===== config.mk =====
export PLATFORM = sky130hd
export DESIGN_NAME = refcounted_id_table
export DESIGN_NICKNAME = d
export VERILOG_FILES = /design/src/design/rcit_pkg.sv /design/src/design/refcounted_id_table.sv /design/src/design/rcit_cell.sv /design/src/design/rcit_ctrl.sv
export SDC_FILE = /design/constraint.sdc
export NUM_CORES = 2
export LEC_CHECK = 0
export ABC_CLOCK_PERIOD_IN_PS = 11800
export BUFFER_PORTS_ARGS = -buffer_cell sky130_fd_sc_hd__clkbuf_2
export CAP_MARGIN = 20
export CORE_MARGIN = 5
export CORE_UTILIZATION = 70
export CTS_BUF_LIST = sky130_fd_sc_hd__clkbuf_8
export DETAILED_ROUTE_END_ITERATION = 12
export PLACE_DENSITY = 0.87
export SYNTH_ARGS = -nofsm -noshare
export SYNTH_HDL_FRONTEND = slang
export SYNTH_SLANG_ARGS = --single-unit

===== constraint.sdc =====
create_clock -name clock -period 11.8 [get_ports clock]
set_input_delay 2.36 -clock clock [delete_from_list [all_inputs] [get_ports clock]]
set_output_delay 2.36 -clock clock [all_outputs]
set_load 0.1 [all_outputs]

===== src/design/rcit_pkg.sv =====
// Shared types, codes and limits for the reference-counted id table.
package rcit_pkg;

   // Default sizes of the table
   localparam int NUM_SLOTS_DEF  = 64;
   localparam int ID_BITS_DEF    = 16;
   localparam int COUNT_BITS_DEF = 8;

   // Widest values the parameters allow; internal buses are sized to these
   localparam int IDX_MAX_BITS   = 10;
   localparam int ID_MAX_BITS    = 32;
   localparam int COUNT_MAX_BITS = 16;

   // Request opcodes
   localparam logic OP_GET = 1'b0;
   localparam logic OP_PUT = 1'b1;

   // Response status codes
   localparam logic [2:0] ST_HIT      = 3'd0;
   localparam logic [2:0] ST_CLAIM    = 3'd1;
   localparam logic [2:0] ST_FULL     = 3'd2;
   localparam logic [2:0] ST_DROP     = 3'd3;
   localparam logic [2:0] ST_RELEASE  = 3'd4;
   localparam logic [2:0] ST_DELETE   = 3'd5;
   localparam logic [2:0] ST_PUT_FREE = 3'd6;
   localparam logic [2:0] ST_LIMIT    = 3'd7;

   typedef struct packed {
      logic        opcode;
      logic [15:0] object_id;
      logic [5:0]  slot;
      logic        no_links;
   } req_type;

   typedef struct packed {
      logic [2:0]  status;
      logic [5:0]  slot_out;
      logic [15:0] id_out;
      logic [7:0]  count_out;
   } rsp_type;

   // Request as broadcast to every cell during a scan
   typedef struct packed {
      logic                   opcode;
      logic [ID_MAX_BITS-1:0] id;
      logic [5:0]             slot;
      logic                   no_links;
   } probe_type;

   // Partial scan result handed from cell to cell
   typedef struct packed {
      logic                      match;
      logic [IDX_MAX_BITS-1:0]   match_idx;
      logic [COUNT_MAX_BITS-1:0] match_cnt;
      logic [ID_MAX_BITS-1:0]    match_id;
      logic                      free;
      logic [IDX_MAX_BITS-1:0]   free_idx;
   } scan_type;

   // Write command broadcast to the cells at the end of a request
   typedef struct packed {
      logic                      en;
      logic                      set_id;
      logic [IDX_MAX_BITS-1:0]   idx;
      logic [COUNT_MAX_BITS-1:0] cnt;
      logic [ID_MAX_BITS-1:0]    id;
   } upd_type;

   typedef enum logic [1:0] {
      CTRL_IDLE,
      CTRL_SCAN,
      CTRL_FINISH
   } ctrl_state_type;

endpackage


===== src/design/refcounted_id_table.sv =====
// Top level of the reference-counted id table: sequencer plus a chain of slot cells.
//
// Requests arrive on req_valid/req_stall/req_data: a get looks an object id up and
// takes a reference (claiming the lowest free slot on a miss), a put drops a
// reference on a named slot. Each request yields exactly one response on
// rsp_valid/rsp_stall/rsp_data carrying status, slot, id and the new count.
// Timing: after a request is accepted, a scan token walks the row of NUM_SLOTS
// cells one cell per cycle, each cell folding its own slot into the partial
// result. The last cell's result is captured, then the response is registered;
// no new request is accepted before then. The slot write happens in the same
// cycle the response is registered. req_stall is high from acceptance until the
// response is registered. A stalled response is held in its output register; a
// new request may be accepted meanwhile, and its result waits for the old one
// to drain. Reset clears all counts (every slot free), the scan chain and both
// channels.
module refcounted_id_table #(
   parameter int NUM_SLOTS  = rcit_pkg::NUM_SLOTS_DEF,
   parameter int ID_BITS    = rcit_pkg::ID_BITS_DEF,
   parameter int COUNT_BITS = rcit_pkg::COUNT_BITS_DEF
) (
   input  logic              clock,
   input  logic              reset,
   input  logic              req_valid,
   output logic              req_stall,
   input  rcit_pkg::req_type req_data,
   output logic              rsp_valid,
   input  logic              rsp_stall,
   output rcit_pkg::rsp_type rsp_data
);
   import rcit_pkg::*;

   probe_type              probe;
   upd_type                upd;
   logic                   launch;
   logic [NUM_SLOTS-1:0]   chain_valid;
   scan_type               chain_scan [NUM_SLOTS];
   logic                   link_valid [NUM_SLOTS];
   scan_type               link_scan  [NUM_SLOTS];

   rcit_ctrl #(
      .ID_BITS    (ID_BITS),
      .COUNT_BITS (COUNT_BITS)
   ) u_ctrl (
      .clock      (clock),
      .reset      (reset),
      .req_valid  (req_valid),
      .req_stall  (req_stall),
      .req_data   (req_data),
      .rsp_valid  (rsp_valid),
      .rsp_stall  (rsp_stall),
      .rsp_data   (rsp_data),
      .launch     (launch),
      .probe      (probe),
      .last_valid (chain_valid[NUM_SLOTS-1]),
      .last_scan  (chain_scan[NUM_SLOTS-1]),
      .upd        (upd)
   );

   // Feed the head of the chain from the sequencer
   assign link_valid[0] = launch;
   assign link_scan[0]  = '0;

   for (genvar g = 0; g < NUM_SLOTS; g++) begin : g_cell
      if (g > 0) begin : g_link
         assign link_valid[g] = chain_valid[g-1];
         assign link_scan[g]  = chain_scan[g-1];
      end

      rcit_cell #(
         .INDEX      (g),
         .ID_BITS    (ID_BITS),
         .COUNT_BITS (COUNT_BITS)
      ) u_cell (
         .clock      (clock),
         .reset      (reset),
         .probe      (probe),
         .upd        (upd),
         .prev_valid (link_valid[g]),
         .prev_scan  (link_scan[g]),
         .scan_valid (chain_valid[g]),
         .scan_out   (chain_scan[g])
      );
   end

   // Only one scan token is ever in flight
   a_single_token: assert property (@(posedge clock) disable iff (reset)
      $onehot0({chain_valid, launch}))
      else $error("more than one scan token in the cell chain");

   // Table writes never overlap a scan
   a_no_write_in_scan: assert property (@(posedge clock) disable iff (reset)
      !(upd.en && ((|chain_valid) || launch)))
      else $error("slot write while a scan is in flight");

   // A request is only taken when the chain is empty
   a_accept_when_empty: assert property (@(posedge clock) disable iff (reset)
      (req_valid && !req_stall) |-> !((|chain_valid) || launch))
      else $error("request accepted while a scan is in flight");

endmodule


===== src/design/rcit_cell.sv =====
// One table slot: stored id and count, plus one stage of the scan chain.
module rcit_cell #(
   parameter int INDEX      = 0,
   parameter int ID_BITS    = rcit_pkg::ID_BITS_DEF,
   parameter int COUNT_BITS = rcit_pkg::COUNT_BITS_DEF
) (
   input  logic                clock,
   input  logic                reset,
   input  rcit_pkg::probe_type probe,
   input  rcit_pkg::upd_type   upd,
   input  logic                prev_valid,
   input  rcit_pkg::scan_type  prev_scan,
   output logic                scan_valid,
   output rcit_pkg::scan_type  scan_out
);
   import rcit_pkg::*;

   logic [ID_BITS-1:0]    id_ff, id_in;
   logic [COUNT_BITS-1:0] count_ff, count_in;
   logic                  valid_ff, valid_in;
   scan_type              scan_ff, scan_in;
   logic                  sel;
   logic                  in_use;
   logic                  mine;

   // Apply a write aimed at this slot
   always_comb begin
      sel      = upd.en && (upd.idx == IDX_MAX_BITS'(INDEX));
      count_in = sel ? upd.cnt[COUNT_BITS-1:0] : count_ff;
      id_in    = (sel && upd.set_id) ? upd.id[ID_BITS-1:0] : id_ff;
   end

   // Merge this slot into the running scan result
   always_comb begin
      in_use = (count_ff != '0);
      if (probe.opcode == OP_GET) begin
         mine = in_use && (id_ff == probe.id[ID_BITS-1:0]);
      end else begin
         mine = in_use && (32'(probe.slot) == 32'(INDEX));
      end
      scan_in  = prev_scan;
      valid_in = prev_valid;
      if (!prev_scan.match && mine) begin
         scan_in.match     = 1'b1;
         scan_in.match_idx = IDX_MAX_BITS'(INDEX);
         scan_in.match_cnt = COUNT_MAX_BITS'(count_ff);
         scan_in.match_id  = ID_MAX_BITS'(id_ff);
      end
      if (!prev_scan.free && !in_use) begin
         scan_in.free     = 1'b1;
         scan_in.free_idx = IDX_MAX_BITS'(INDEX);
      end
   end

   // Hold slot state and advance the scan stage
   always_ff @(posedge clock) begin
      if (reset) begin
         count_ff <= '0;
         valid_ff <= 1'b0;
      end else begin
         count_ff <= count_in;
         valid_ff <= valid_in;
      end
      id_ff   <= id_in;
      scan_ff <= scan_in;
   end

   assign scan_valid = valid_ff;
   assign scan_out   = scan_ff;

endmodule


===== src/design/rcit_ctrl.sv =====
// Request sequencer: launches scans, decides the outcome, writes back, drives responses.
module rcit_ctrl #(
   parameter int ID_BITS    = rcit_pkg::ID_BITS_DEF,
   parameter int COUNT_BITS = rcit_pkg::COUNT_BITS_DEF
) (
   input  logic                clock,
   input  logic                reset,
   input  logic                req_valid,
   output logic                req_stall,
   input  rcit_pkg::req_type   req_data,
   output logic                rsp_valid,
   input  logic                rsp_stall,
   output rcit_pkg::rsp_type   rsp_data,
   output logic                launch,
   output rcit_pkg::probe_type probe,
   input  logic                last_valid,
   input  rcit_pkg::scan_type  last_scan,
   output rcit_pkg::upd_type   upd
);
   import rcit_pkg::*;

   localparam logic [COUNT_BITS-1:0] COUNT_FULL = '1;

   ctrl_state_type        state_ff, state_in;
   probe_type             probe_ff, probe_in;
   scan_type              res_ff;
   rsp_type               rsp_ff, rsp_in;
   logic                  launch_ff;
   logic                  rsp_valid_ff, rsp_valid_in;
   logic                  accept;
   logic                  fire;
   logic [COUNT_BITS-1:0] cnt_n, cnt_inc, cnt_dec;

   // Next state
   always_comb begin
      state_in = state_ff;
      case (state_ff)
         CTRL_IDLE: begin
            if (req_valid) state_in = CTRL_SCAN;
         end
         CTRL_SCAN: begin
            if (last_valid) state_in = CTRL_FINISH;
         end
         CTRL_FINISH: begin
            if (!rsp_valid_ff || !rsp_stall) state_in = CTRL_IDLE;
         end
         default: state_in = CTRL_IDLE;
      endcase
   end

   // Handshake outputs
   always_comb begin
      req_stall = (state_ff != CTRL_IDLE);
      accept    = req_valid && !req_stall;
      fire      = (state_ff == CTRL_FINISH) && (!rsp_valid_ff || !rsp_stall);
   end

   // Capture the request, masking the id to the stored width
   always_comb begin
      probe_in          = '0;
      probe_in.opcode   = req_data.opcode;
      probe_in.id       = ID_MAX_BITS'(ID_BITS'(req_data.object_id));
      probe_in.slot     = req_data.slot;
      probe_in.no_links = req_data.no_links;
   end

   // Decide the response and the table write
   always_comb begin
      cnt_n   = res_ff.match_cnt[COUNT_BITS-1:0];
      cnt_inc = cnt_n + COUNT_BITS'(1);
      cnt_dec = cnt_n - COUNT_BITS'(1);
      rsp_in  = '0;
      upd     = '0;
      if (probe_ff.opcode == OP_GET) begin
         rsp_in.id_out = probe_ff.id[15:0];
         if (res_ff.match) begin
            if (cnt_n == COUNT_FULL) begin
               rsp_in.status    = ST_LIMIT;
               rsp_in.count_out = 8'(COUNT_FULL);
            end else begin
               rsp_in.status    = ST_HIT;
               rsp_in.slot_out  = res_ff.match_idx[5:0];
               rsp_in.count_out = 8'(cnt_inc);
               upd.en           = fire;
               upd.idx          = res_ff.match_idx;
               upd.cnt          = COUNT_MAX_BITS'(cnt_inc);
            end
         end else if (res_ff.free) begin
            rsp_in.status    = ST_CLAIM;
            rsp_in.slot_out  = res_ff.free_idx[5:0];
            rsp_in.count_out = 8'd1;
            upd.en           = fire;
            upd.set_id       = 1'b1;
            upd.idx          = res_ff.free_idx;
            upd.cnt          = COUNT_MAX_BITS'(1);
            upd.id           = probe_ff.id;
         end else begin
            rsp_in.status = ST_FULL;
         end
      end else begin
         if (!res_ff.match) begin
            rsp_in.status = ST_PUT_FREE;
         end else begin
            rsp_in.slot_out = res_ff.match_idx[5:0];
            rsp_in.id_out   = res_ff.match_id[15:0];
            upd.en          = fire;
            upd.idx         = res_ff.match_idx;
            upd.cnt         = COUNT_MAX_BITS'(cnt_dec);
            if (cnt_dec == '0) begin
               rsp_in.status = probe_ff.no_links ? ST_DELETE : ST_RELEASE;
            end else begin
               rsp_in.status    = ST_DROP;
               rsp_in.count_out = 8'(cnt_dec);
            end
         end
      end
   end

   // Hold the response until the receiver takes it
   always_comb begin
      rsp_valid_in = rsp_valid_ff;
      if (fire) begin
         rsp_valid_in = 1'b1;
      end else if (!rsp_stall) begin
         rsp_valid_in = 1'b0;
      end
   end

   always_ff @(posedge clock) begin
      if (reset) begin
         state_ff     <= CTRL_IDLE;
         launch_ff    <= 1'b0;
         rsp_valid_ff <= 1'b0;
      end else begin
         state_ff     <= state_in;
         launch_ff    <= accept;
         rsp_valid_ff <= rsp_valid_in;
      end
      if (accept) probe_ff <= probe_in;
      if ((state_ff == CTRL_SCAN) && last_valid) res_ff <= last_scan;
      if (fire) rsp_ff <= rsp_in;
   end

   assign launch    = launch_ff;
   assign probe     = probe_ff;
   assign rsp_valid = rsp_valid_ff;
   assign rsp_data  = rsp_ff;

endmodule

# == After elaboration in Yosys (flattened, before gate mapping) ==
# Index checks and enable logic that the tools add are counted.
# classes
n_addsub,2
n_eq_ne,197
muxes,162
n_reduce_logical,648
# ops
op,count
$mux W40,63
$eq A16 B16 Y1,64
$reduce_bool A8 Y1,64
$logic_and A1 B1 Y1,385
$eq A10 B6 Y1 const B,32
$eq A6 B6 Y1 const B,32
$logic_not A1 Y1,192
$eq A10 B5 Y1 const B,16
$mux W26,4
$eq A6 B5 Y1 const B,16
$eq A10 B4 Y1 const B,8
$mux W1,74
$mux W60,1
$mux W59,1
$eq A6 B4 Y1 const B,8
$eq A10 B3 Y1 const B,4
$mux W33,1
$mux W16,2
$mux W30,1
$eq A6 B3 Y1 const B,4
$mux W8,3
$eq A10 B2 Y1 const B,2
$eq A6 B2 Y1 const B,2
$mux W6,2
other kinds (21),28
# word_totals
ff_bits,5659
in_bits,28
out_inout_bits,35
word_cells,1665

# == Logic depth before layout (Yosys ltp) ==
# logic_depth
depth_word,9
depth_mapped,12
mapped_depth_nobuf,8

# == Cells and area by module ==
# From an unflattened synthesis, not the netlist that was laid out.
# hier_totals
cells_unflattened,14752
hier_area_um2,206558.1
# modules_own_cells
mod,instances,cells_per_inst,area_per_inst_um2,seq_area_each_um2
rcit_cell (g_cell[28].u_cell ...),10,225,3155.5,2062.0
rcit_cell (g_cell[21].u_cell ...),8,226,3160.5,2062.0
rcit_cell (g_cell[49].u_cell ...),5,226,3156.8,2062.0
rcit_cell (g_cell[29].u_cell ...),5,226,3153.0,2062.0
rcit_cell (g_cell[53].u_cell ...),4,226,3159.3,2062.0
rcit_cell (g_cell[17].u_cell ...),4,226,3158.0,2062.0
rcit_cell (g_cell[20].u_cell ...),4,225,3158.0,2062.0
rcit_cell (g_cell[10].u_cell ...),4,225,3156.8,2062.0
rcit_cell (g_cell[11].u_cell ...),4,227,3154.3,2062.0
rcit_cell (g_cell[23].u_cell ...),4,225,3151.8,2062.0
rcit_cell (g_cell[1].u_cell ...),3,225,3150.5,2062.0
rcit_cell (g_cell[19].u_cell ...),2,226,3155.5,2062.0
rcit_cell (g_cell[16].u_cell ...),2,225,3149.3,2062.0
rcit_ctrl,1,313,4591.9,3173.0
6 more rows,n/a,n/a,n/a,n/a

# == Least setup slack after synthesis ==
# No wires, ideal clock.
# synth_path
path_type,input -> register
startpoint,in rsp_stall
endpoint,"reg g_cell[41].u_cell.id_ff[0], enable pin"
setup_ns,0.388
arrival_time_ns,5.786
required_time_ns,11.412
setup_slack_ns,5.626
stages,5
n_path_buf,1
path_cell_list,a21oi_1 > a21boi_1 > buf_2 > nand2_1 > nor2_1
# synth_via
elab_chain_len,8
word_cells_on_any_way,10
classes_between,mux: 5; reduce/logical: 5
# synth_lines
element,line_no,rtl
from (decl),refcounted_id_table.sv:27,"input logic rsp_stall,"
$logic_not A1 Y1 *,rcit_ctrl.sv:55,fire = (state_ff == CTRL_FINISH) && (!rsp_valid_ff || !rsp_stall);
$logic_or A1 B1 Y1 *,rcit_ctrl.sv:55,
$logic_and A1 B1 Y1 *,rcit_ctrl.sv:55,
$mux W60 / $mux W1 (equally long branches),"rcit_ctrl.sv:88, rcit_ctrl.sv:77",
$mux W1,rcit_ctrl.sv:76,if (res_ff.match) begin
$mux W1 *,rcit_ctrl.sv:74,if (probe_ff.opcode == OP_GET) begin
$logic_and A1 B1 Y1 *,rcit_cell.sv:28,sel = upd.en && (upd.idx == IDX_MAX_BITS'(INDEX));
$logic_and A1 B1 Y1 *,rcit_cell.sv:30,id_in = (sel && upd.set_id) ? upd.id[ID_BITS-1:0] : id_ff;
to (signal assigned),rcit_cell.sv:64,id_ff <= id_in;
to (decl),rcit_cell.sv:18,"logic [ID_BITS-1:0] id_ff, id_in;"
# Mark *: on every way between the ends. The rest lies on a longest branch, timed or not.
# A chain may end at the register's enable or synchronous reset.

==> results_dict.tcl <==
set metrics [dict create \
    outcome "finished, final reports clean" \
    wl_mm 399 \
    max_slew_margin_pct 13.5 \
    grt_pass1_vias 89500 \
    slowest_stage "nor2_1" \
    fp.dieArea_um2 208000 \
    num-fill-cells 10700 \
    yosysTopAreaCell "dfxtp_1" \
    fin_cells 13800 \
    synth_xor_area_share_pct 6.46 \
    dr_total_vias 87700 \
    ir_drop_uv 143 \
    firstDrtPassIters 7 \
    drv_cap 0 \
    synth_top_family_by_area "simple AND/OR/NAND/NOR gates" \
    yosys_register_bits 4005 \
    power_density_nw_per_um2 167 \
    seqCellArea_um2 91400 \
    place_area_um2 143000 \
    final_max_slew_viol_count 0 \
    grt_overflow 0 \
    skew_ps 93.5 \
    finalSetupViolCount 0 \
    placedCellCount 12700 \
    clk_pin_slew_worst_paths_ps 60 \
    std_cell_rows 164 \
    p_comb_share_pct 2.4 \
    finalSetupTns_ps 0 \
    tightest_slew_ps 1290 \
    finalHoldViolations 0 \
    synth_edf_count 1119 \
    cpMostUsedCell "nor2_1" \
    final_util_pct 78.0 \
    worst_slack_ps 6590 \
    p_clk_share_pct 43.2 \
    grt_use_met2_pct 57.6 \
    synth.mux.area_fraction_pct 9.77 \
    postCtsSetupRepairBufs 0 \
    cp-end-kind "flip-flop" \
    synth_warnings 0 \
    async_flop_share_pct 0 \
    rsz0062_at_grt "no" \
    initialDrtViolationCount 10800 \
    path_buf_inv 3 \
    period_needed_ps 5210 \
    ys_types 82 \
    syn_area_um2 140000 \
    crit_arrival_ps 6010 \
    drt-wirelength-per-cell_um 28.8 \
    htreeDepth 6 \
    cts_resized 0 \
    path_max_fanout 12 \
    insertion_delay_ps 1140 \
    grt_usage_pct 36.9 \
    io_pins 63 \
    cts.sinks 4005 \
    final_area_um2 155000 \
    drive_above_1_share_pct 23.1 \
    fmax_mhz 192 \
    multi_input_area_um2 45600 \
    drc 0 \
    routed_via_density 6.34 \
    yosysTopAreaCellShare_pct 41.4 \
    netSwitchingPower_mw 5.75 \
    avgSynthCellArea_um2 13.6 \
    grt-busiest-layer "met2" \
    root_buffer "clkbuf_8" \
    ys_seq_area_share_pct 65.5 \
    port-buffer-count 62 \
    grt_max_degree 223 \
    grt_pass1_wl_mm 573 \
    cts_buffers 605 \
    synthCells 10300 \
    cpPeakStageDelay_ps 890 \
    yosys.area_share.simple_pct 10.8 \
    finalCritPeriodShare_pct 44.2 \
    initial_utilization_pct 70.1 \
    place_congestion 0.948 \
    start_kind "flip-flop" \
    synthFlopType "dfxtp_1" \
    finalPower_mw 26.0 \
    whs_ps 396 \
    hpwl_mm 243 \
    path_delay_family "simple AND/OR/NAND/NOR gates" \
    grt_use_met3_pct 11.2 \
    die-height_um 457 \
    ant_nets 0 \
    antenna_found_initial 38 \
    met1_usage_pct 44.7 \
    synth_compound_area_share_pct 5.40 \
    p_leak_nw 62.0 \
    area_growth_pct 11.3 \
    synth_fa_ha_area_share_pct 0.0269 \
    hold_path.class "reg2reg" \
    clockBufferDepth 4 \
    p_int_mw 20.3 \
    core_um2 199000 \
    ys_top_cells_by_area "dfxtp_1 (41%), edfxtp_1 (24%), mux2_2 (7.5%), xor2_1 (4.4%), a22o_1 (3.0%)" \
    synth_fp_nets 10300 \
    holdBufCountCts 0 \
    p_seq_share_pct 54.3 \
    path_class "reg2reg" \
    power_switching_share_pct 22.1 \
    path_cells "ha_1 > and4b_1 > a21boi_2 > nor2_1 > inv_1 > nor2_2 > buf_4 > nand2_1 > nor2_1 > buf_6" \
    cp.required_ps 12590 \
    preCtsSetupSlack_ps 5920 \
    num-nets-final 10700 \
    cts_tree "built" \
    dieWidth_um 457 \
]
## power by group through the flow
stage / Sequential, mW / Combinational (mW) / Clock, mW
global placement: 14.4 / 0.582 / 0
finish: 14.1 / 0.637 / 11.2
CTS: 14.1 / 0.604 / 11.3
global route: 14.1 / 0.630 / 11.9
floorplan: 14.4 / 0.337 / 0
detailed placement: 14.4 / 0.595 / 0
## registers in the layout, summed over array words and instances (netlist names)
signal                    count
g_cell.u_cell.count_ff      512
g_cell.u_cell.id_ff        1024
g_cell.u_cell.scan_out     2306
g_cell.u_cell.scan_valid     64
u_ctrl.cnt_n                  8
u_ctrl.launch                 1
u_ctrl.probe                 24
u_ctrl.res_ff                30
u_ctrl.rsp_data              33
u_ctrl.rsp_valid              1
u_ctrl.state_ff               2
## cell usage after synthesis (7+ instances only)
library cell and count:
inv_1 70, mux2_4 76, mux2i_1 192, and2_1 153
nand3_2 15, nand3_1 101, o21ai_0 348, edfxtp_1 1119
mux2_2 925, nor3_2 9, mux2_1 14, xor2_1 703
o21ai_2 28, a211o_1 17, nor4_1 271, o21bai_1 12
xnor2_1 326, buf_1 7, nand2_1 190, nor2_1 211
or3b_2 104, buf_6 41, dfxtp_1 2886, nand2b_1 449
buf_4 56, nand2_2 7, or2_2 213, buf_2 180
nor2b_1 213, clkbuf_1 216, a21o_1 9, or4_1 32
or3_1 35, nand4_1 112, nor3_1 78, a22o_1 479
nor4_4 11, a21oi_1 55, or3b_1 11, nand3b_1 209
o2bb2ai_1 16
## cell families after synthesis
group	after synthesis
muxes	1207
adders and majority gates	3
DFF	4005
buffers and inverters	572
and+or+nand+nor	2455
AOI/OAI and AO/OA	1028
xor gates and xnor gates	1029
## layout make-up
type	count	area share (%)
inverters	72	0.174
flip-flops and latches	4005	58.8
clock buffers	746	6.61
repair buffers	283	1.72
well taps	2656	2.14
diodes	30	0.0483
clock inverters	326	1.11
multi-input cells	5722	29.4
## layer usage
layer	wire [µm]	share of wire (%)
met2	182000	46
met1	140000	35
met3	47400	12
met4	28900	7.2
met5	161	0.040
## worst paths after layout
kind,from,endpoint,slack (ps),depth (start not counted)
worst max-delay path,u_ctrl.cnt_n[0]$_DFFE_PP_,g_cell[8].u_cell.id_ff[0]$_DFFE_PP_,6590,10
worst min-delay path,g_cell[46].u_cell.scan_out[60]$_SDFF_PP1_,g_cell[47].u_cell.scan_out[60]$_SDFF_PP1_,400,1
worst max register to register,u_ctrl.cnt_n[0]$_DFFE_PP_,g_cell[8].u_cell.id_ff[0]$_DFFE_PP_,6590,10
worst min register to register,g_cell[46].u_cell.scan_out[60]$_SDFF_PP1_,g_cell[47].u_cell.scan_out[60]$_SDFF_PP1_,400,1
## cells in the final DEF (no fill, tap or decap), types with 271 or more instances in the layout
| master | n |
|---|---|
| o21ai_0 | 348 |
| xnor2_1 | 326 |
| a22o_1 | 479 |
| mux2_2 | 925 |
| xor2_1 | 703 |
| dfxtp_1 | 2886 |
| clkbuf_8 | 746 |
| nor4_1 | 271 |
| edfxtp_1 | 1119 |
| nand2b_1 | 445 |
| inv_1 | 295 |
Note: power is estimated with default switching activity, not from simulation.
